$ cat config.mk
export PLATFORM = sky130hd
export DESIGN_NAME = decimal_number_text_recognizer_core
export DESIGN_NICKNAME = d
export VERILOG_FILES = /design/src/design/dntr_pkg.sv /design/src/design/decimal_number_text_recognizer_core.sv
export SDC_FILE = /design/constraint.sdc
export NUM_CORES = 1
export LEC_CHECK = 0
export BUFFER_PORTS_ARGS = -buffer_cell sky130_fd_sc_hd__buf_2
export CAP_MARGIN = 30
export CORE_MARGIN = 3
export CORE_UTILIZATION = 48
export DETAILED_ROUTE_END_ITERATION = 16
export GPL_TIMING_DRIVEN = 0
export PLACE_DENSITY = 0.73
export SETUP_SLACK_MARGIN = 0.4
export SYNTH_ARGS = -nofsm -noshare
export SYNTH_HDL_FRONTEND = slang
export SYNTH_SLANG_ARGS = --single-unit
$ cat constraint.sdc
create_clock -name clock -period 1.7 [get_ports clock]
set_input_delay 0.085 -clock clock [delete_from_list [all_inputs] [get_ports clock]]
set_output_delay 0.085 -clock clock [all_outputs]
set_load 0.03 [all_outputs]
$ cat src/design/dntr_pkg.sv
// ----------------------------------------------------------------------------
// dntr_pkg
// types, character codes and scan phase codes for the decimal number text
// recogniser
// ----------------------------------------------------------------------------
package dntr_pkg;

   typedef logic [7:0] char_type;
   typedef logic [3:0] phase_type;

   localparam char_type CHAR_NUL   = 8'h00;
   localparam char_type CHAR_TAB   = 8'h09;
   localparam char_type CHAR_CR    = 8'h0D;
   localparam char_type CHAR_SPACE = 8'h20;
   localparam char_type CHAR_PLUS  = 8'h2B;
   localparam char_type CHAR_MINUS = 8'h2D;
   localparam char_type CHAR_DOT   = 8'h2E;
   localparam char_type CHAR_ZERO  = 8'h30;
   localparam char_type CHAR_NINE  = 8'h39;
   localparam char_type CHAR_E     = 8'h65;

   localparam phase_type PH_LEAD    = 4'd0;
   localparam phase_type PH_SIGN    = 4'd1;
   localparam phase_type PH_INT     = 4'd2;
   localparam phase_type PH_DOT     = 4'd3;
   localparam phase_type PH_FRAC    = 4'd4;
   localparam phase_type PH_EXP     = 4'd5;
   localparam phase_type PH_EXPSIGN = 4'd6;
   localparam phase_type PH_EXPDIG  = 4'd7;
   localparam phase_type PH_TRAIL   = 4'd8;
   localparam phase_type PH_REJECT  = 4'd9;

endpackage

$ cat src/design/decimal_number_text_recognizer_core.sv
// output: a verdict appears in the cycle after the transaction carrying the NUL
// throughput: one character per cycle; input stalls only while a verdict is
// held back by rsp_stall
// reset: synchronous, returns the scanner to the leading whitespace phase and
// empties the verdict register
// ----------------------------------------------------------------------------
// decimal_number_text_recognizer_core
// scans number text one character per transaction and gives one verdict per
// NUL-terminated string
// ----------------------------------------------------------------------------
module decimal_number_text_recognizer_core (
   input  logic               clock,
   input  logic               reset,
   input  logic               req_valid,
   output logic               req_stall,
   input  dntr_pkg::char_type req_char_code,
   output logic               rsp_valid,
   input  logic               rsp_stall,
   output logic               rsp_is_numeric
);
   import dntr_pkg::*;

   phase_type phase_ff, phase_in;
   logic      integer_seen_ff, integer_seen_in;
   logic      mantissa_seen_ff, mantissa_seen_in;
   logic      rsp_valid_ff, rsp_valid_in;
   logic      rsp_is_numeric_ff, rsp_is_numeric_in;

   logic req_accept;
   logic is_nul, is_ws, is_dig, is_sign, is_dot, is_e;
   logic verdict;
   phase_type on_e;

   assign req_stall  = rsp_valid_ff & rsp_stall;
   assign req_accept = req_valid & ~req_stall;

   assign is_nul  = (req_char_code == CHAR_NUL);
   assign is_ws   = (req_char_code == CHAR_SPACE) ||
                    ((req_char_code >= CHAR_TAB) && (req_char_code <= CHAR_CR));
   assign is_dig  = (req_char_code >= CHAR_ZERO) && (req_char_code <= CHAR_NINE);
   assign is_sign = (req_char_code == CHAR_PLUS) || (req_char_code == CHAR_MINUS);
   assign is_dot  = (req_char_code == CHAR_DOT);
   assign is_e    = (req_char_code == CHAR_E);
   assign on_e    = mantissa_seen_ff ? PH_EXP : PH_REJECT;

   // verdict for the phase in which the string ends
   always_comb begin
      unique case (phase_ff)
         PH_SIGN, PH_INT, PH_FRAC, PH_EXPDIG, PH_TRAIL: verdict = 1'b1;
         PH_DOT:  verdict = integer_seen_ff;
         default: verdict = 1'b0;
      endcase
   end

   always_comb begin
      phase_in          = phase_ff;
      integer_seen_in   = integer_seen_ff;
      mantissa_seen_in  = mantissa_seen_ff;
      rsp_valid_in      = rsp_valid_ff & rsp_stall;
      rsp_is_numeric_in = rsp_is_numeric_ff;
      if (req_accept && is_nul) begin
         rsp_valid_in      = 1'b1;
         rsp_is_numeric_in = verdict;
         phase_in          = PH_LEAD;
         integer_seen_in   = 1'b0;
         mantissa_seen_in  = 1'b0;
      end else if (req_accept) begin
         unique case (phase_ff)
            PH_LEAD, PH_SIGN: begin
               if (phase_ff == PH_LEAD && is_ws) begin
                  phase_in = PH_LEAD;
               end else if (phase_ff == PH_LEAD && is_sign) begin
                  phase_in = PH_SIGN;
               end else if (is_dig) begin
                  phase_in         = PH_INT;
                  integer_seen_in  = 1'b1;
                  mantissa_seen_in = 1'b1;
               end else if (is_dot) begin
                  phase_in = PH_DOT;
               end else if (phase_ff == PH_SIGN && is_ws) begin
                  phase_in = PH_TRAIL;
               end else begin
                  phase_in = PH_REJECT;
               end
            end
            PH_INT: begin
               if (is_dig)      phase_in = PH_INT;
               else if (is_dot) phase_in = PH_DOT;
               else if (is_e)   phase_in = on_e;
               else if (is_ws)  phase_in = PH_TRAIL;
               else             phase_in = PH_REJECT;
            end
            PH_DOT, PH_FRAC: begin
               if (is_dig) begin
                  phase_in         = PH_FRAC;
                  mantissa_seen_in = 1'b1;
               end else if (phase_ff == PH_DOT && !integer_seen_ff) begin
                  phase_in = PH_REJECT;
               end else if (is_e) begin
                  phase_in = on_e;
               end else if (is_ws) begin
                  phase_in = PH_TRAIL;
               end else begin
                  phase_in = PH_REJECT;
               end
            end
            PH_EXP: begin
               if (is_sign)     phase_in = PH_EXPSIGN;
               else if (is_dig) phase_in = PH_EXPDIG;
               else             phase_in = PH_REJECT;
            end
            PH_EXPSIGN: begin
               phase_in = is_dig ? PH_EXPDIG : PH_REJECT;
            end
            PH_EXPDIG: begin
               if (is_dig)     phase_in = PH_EXPDIG;
               else if (is_ws) phase_in = PH_TRAIL;
               else            phase_in = PH_REJECT;
            end
            PH_TRAIL: begin
               phase_in = is_ws ? PH_TRAIL : PH_REJECT;
            end
            default: begin
               phase_in = PH_REJECT;
            end
         endcase
      end
   end

   always_ff @(posedge clock) begin
      if (reset) begin
         phase_ff         <= PH_LEAD;
         integer_seen_ff  <= 1'b0;
         mantissa_seen_ff <= 1'b0;
         rsp_valid_ff     <= 1'b0;
      end else begin
         phase_ff         <= phase_in;
         integer_seen_ff  <= integer_seen_in;
         mantissa_seen_ff <= mantissa_seen_in;
         rsp_valid_ff     <= rsp_valid_in;
      end
   end

   // verdict payload, no reset needed
   always_ff @(posedge clock) begin
      rsp_is_numeric_ff <= rsp_is_numeric_in;
   end

   assign rsp_valid      = rsp_valid_ff;
   assign rsp_is_numeric = rsp_is_numeric_ff;

endmodule

==> flow_summary.json <==
{
  "gr-total-overflow": 0,
  "cts_buffer_depth": 2,
  "fin_crit_ns": 1.53,
  "vias_per_cell": 6.29,
  "rows": 14,
  "cellLeakagePower_nw": 0.393,
  "period_share_pct": 90.2,
  "antenna_cells": 0,
  "gp_congestion": 0.844,
  "maxSlewHeadroom_pct": 76.4,
  "h-tree-depth": 1,
  "rsz0062_at_grt": "yes",
  "synth_top_area_cell": "dfxtp_1",
  "die_w_um": 47.2,
  "syn_area_um2": 816,
  "fin_nets": 147,
  "detail_route.drc_violations": 0,
  "cts_tree": "built",
  "syn_to_final_growth_pct": 31.1,
  "crit_fanout": 8,
  "worst_slack_ns": 0.167,
  "root_buffer": "clkbuf_4",
  "numCtsBuffers": 3,
  "status": "complete, no violations",
  "die_area_um2": 2230,
  "portBuffers": 12,
  "start_kind": "register",
  "antenna_left": 0,
  "worst_setup_path_end_kind": "register",
  "dp_slack_ns": -0.108,
  "yosysTopAreaCellShare_pct": 17.2,
  "firstDrtPassIters": 4,
  "ys_ff_latch": 8,
  "avgRoutedWirePerCell_um": 15.8,
  "worst_pin_slew_ns": 0.353,
  "grt_pass1_vias": 821,
  "synth_nets": 125,
  "wl_mm": 2.36,
  "fp.dieH_um": 47.2,
  "antenna_found_initial": 0,
  "grt_max_degree": 11,
  "worst-setup-path-type": "register to register",
  "ys_warn_count": 0,
  "setup_tns_ns": 0,
  "num_vias": 943,
  "worstPathRequired_ns": 1.84,
  "start_util_pct": 52.3,
  "clkSinkCount": 8,
  "maxCapViolCount": 0,
  "final-hold-violation-count": 0,
  "max_freq_mhz": 652,
  "grt_pass1_wl_mm": 3.71,
  "drv_slew": 0,
  "insertion_delay_ns": 0.27,
  "cp.arrival_ns": 1.67,
  "synth.avg_cell_area_um2": 7.22,
  "drive_gt1_share_pct": 35.1,
  "min_path_type": "input port to register",
  "grt_use_total_pct": 23.5,
  "setup-violations-final": 0,
  "power_uw": 540,
  "power_density_nw_per_um2": 505,
  "skew_ns": 0.0151,
  "synth_area_leaders": "dfxtp_1, nand2_1, o21a_1",
  "drtIter0Drc": 30,
  "ioPinCount": 15,
  "syn_inst": 113,
  "clkTransAtPathRegs_ns": 0.07,
  "dp_hpwl_mm": 1.63,
  "ys_types": 45,
  "ir_worst_vdd_mv": 0.321,
  "seq_area_frac_synth_pct": 20.9,
  "coreArea_um2": 1560
}
==> critical path, cell delays in order, from the launching register on <==
cell and delay, ns:
dfxtp_1 0.30, buf_4 0.17, nor4_4 0.18, nand2_1 0.10
o21ai_2 0.21, a21oi_1 0.09, o311a_1 0.34
==> area by class of cell <==
cell class	instances	area [µm²]
Tap cell	16	20.0
Timing Repair Buffer	17	106
Sequential cell	8	174
Inverter	5	22.5
Buffer	7	67.6
Clock buffer	4	26.3
Fill cell	142	489
Multi-Input combinational cell	93	653
==> synthesized netlist by cell type (all sizes together) <==
| cell | number |
|---|---|
| a211oi | 3 |
| a21boi | 2 |
| a21oi | 4 |
| a22o | 1 |
| a31oi | 1 |
| a41oi | 2 |
| and2b | 2 |
| and4b | 1 |
| buf | 6 |
| clkbuf | 1 |
| dfxtp | 7 |
| edfxtp | 1 |
| inv | 5 |
| mux2 | 1 |
| nand2 | 15 |
| nand2b | 2 |
| nand3 | 4 |
| nand3b | 2 |
| nand4 | 4 |
| nand4b | 1 |
| nor2 | 7 |
| nor2b | 3 |
| nor3 | 5 |
| nor3b | 2 |
| nor4 | 1 |
| nor4b | 1 |
| o211ai | 4 |
| o21a | 6 |
| o21ai | 7 |
| o22ai | 1 |
| o2bb2ai | 1 |
| o311a | 1 |
| o311ai | 1 |
| o31ai | 1 |
| o41ai | 1 |
| or2b | 1 |
| or3 | 1 |
| or3b | 1 |
| or4 | 1 |
| or4b | 1 |
| xor2 | 1 |
==> report_power, final <==
group / internal, mW / leakage, nW / switching [mW]
clock network: 0.0903 / 0.0150 / 0.0750
registers: 0.197 / 0.0676 / 0.00325
logic: 0.0798 / 0.310 / 0.0941
total: 0.367 / 0.393 / 0.172
==> kinds of logic after synthesis <==
family | Yosys count | share of synthesized area, %
compound gates | 36 | 30.7
simple gates | 55 | 38.2
mux | 1 | 1.38
xor+xnor | 1 | 1.07
flops | 8 | 20.9
buf+inv | 12 | 7.82
==> placed cells by master, fill, tap and decap left out, types with 2 or more instances in the layout <==
cell / count
nand2_1: 15
buf_2: 12
buf_4: 7
nor2_1: 7
o21a_1: 6
o21ai_0: 5
inv_1: 4
o211ai_1: 4
nand4_1: 4
a21oi_1: 4
dfxtp_1: 4
nor3_1: 3
nand3_1: 3
clkbuf_4: 3
dfxtp_2: 3
nor3_2: 2
and2b_1: 2
nor2b_1: 2
buf_6: 2
a211oi_2: 2
nand2b_1: 2
nand3b_1: 2
==> final timing paths <==
path	startpoint	end	slack [ns]	cells past startpoint
setup / recovery	phase_ff[0]$_SDFFE_PP0P_	phase_ff[3]$_SDFFE_PP0P_	0.17	6
hold / removal	rsp_stall	rsp_valid$_SDFF_PP0_	0.11	3
setup reg to reg	phase_ff[0]$_SDFFE_PP0P_	phase_ff[3]$_SDFFE_PP0P_	0.17	6
hold reg to reg	mantissa_seen_ff$_SDFFE_PP0P_	mantissa_seen_ff$_SDFFE_PP0P_	0.48	1
==> state kept, by name, indices dropped and copies added, names as in the netlist <==
signal	flops
rsp_is_numeric	1
phase_ff	4
integer_seen_ff	1
mantissa_seen_ff	1
rsp_valid	1
==> timing repair <==
item,4_1_cts,5_1_grt
gates resized for setup,14,4
hold buffers,1,0
endpoints found under the setup margin,7,7
setup buffers,3,1
endpoints found under the hold margin,1,0
pin swaps,2,3
==> per-layer routing <==
layer	up-vias	routed length (µm)	track usage [%]
met5	-	0	0
met2	31	1130	38.5
met4	0	48	6.63
met1	429	1050	29.3
met3	10	136	7.28
li1	473	-	-
==> stage by stage <==
stage,util (%),cells,area (µm²),hold slack (ns)
after floorplan,-,113,851,0.147
after global placement,59.7,141,931,0.284
after detailed placement,59.7,141,931,0.282
after CTS,66.9,149,1040,0.118
after global routing,68.6,150,1070,0.124
final,68.6,150,1070,0.111
No activity file was read; power rests on OpenSTA's default activity.
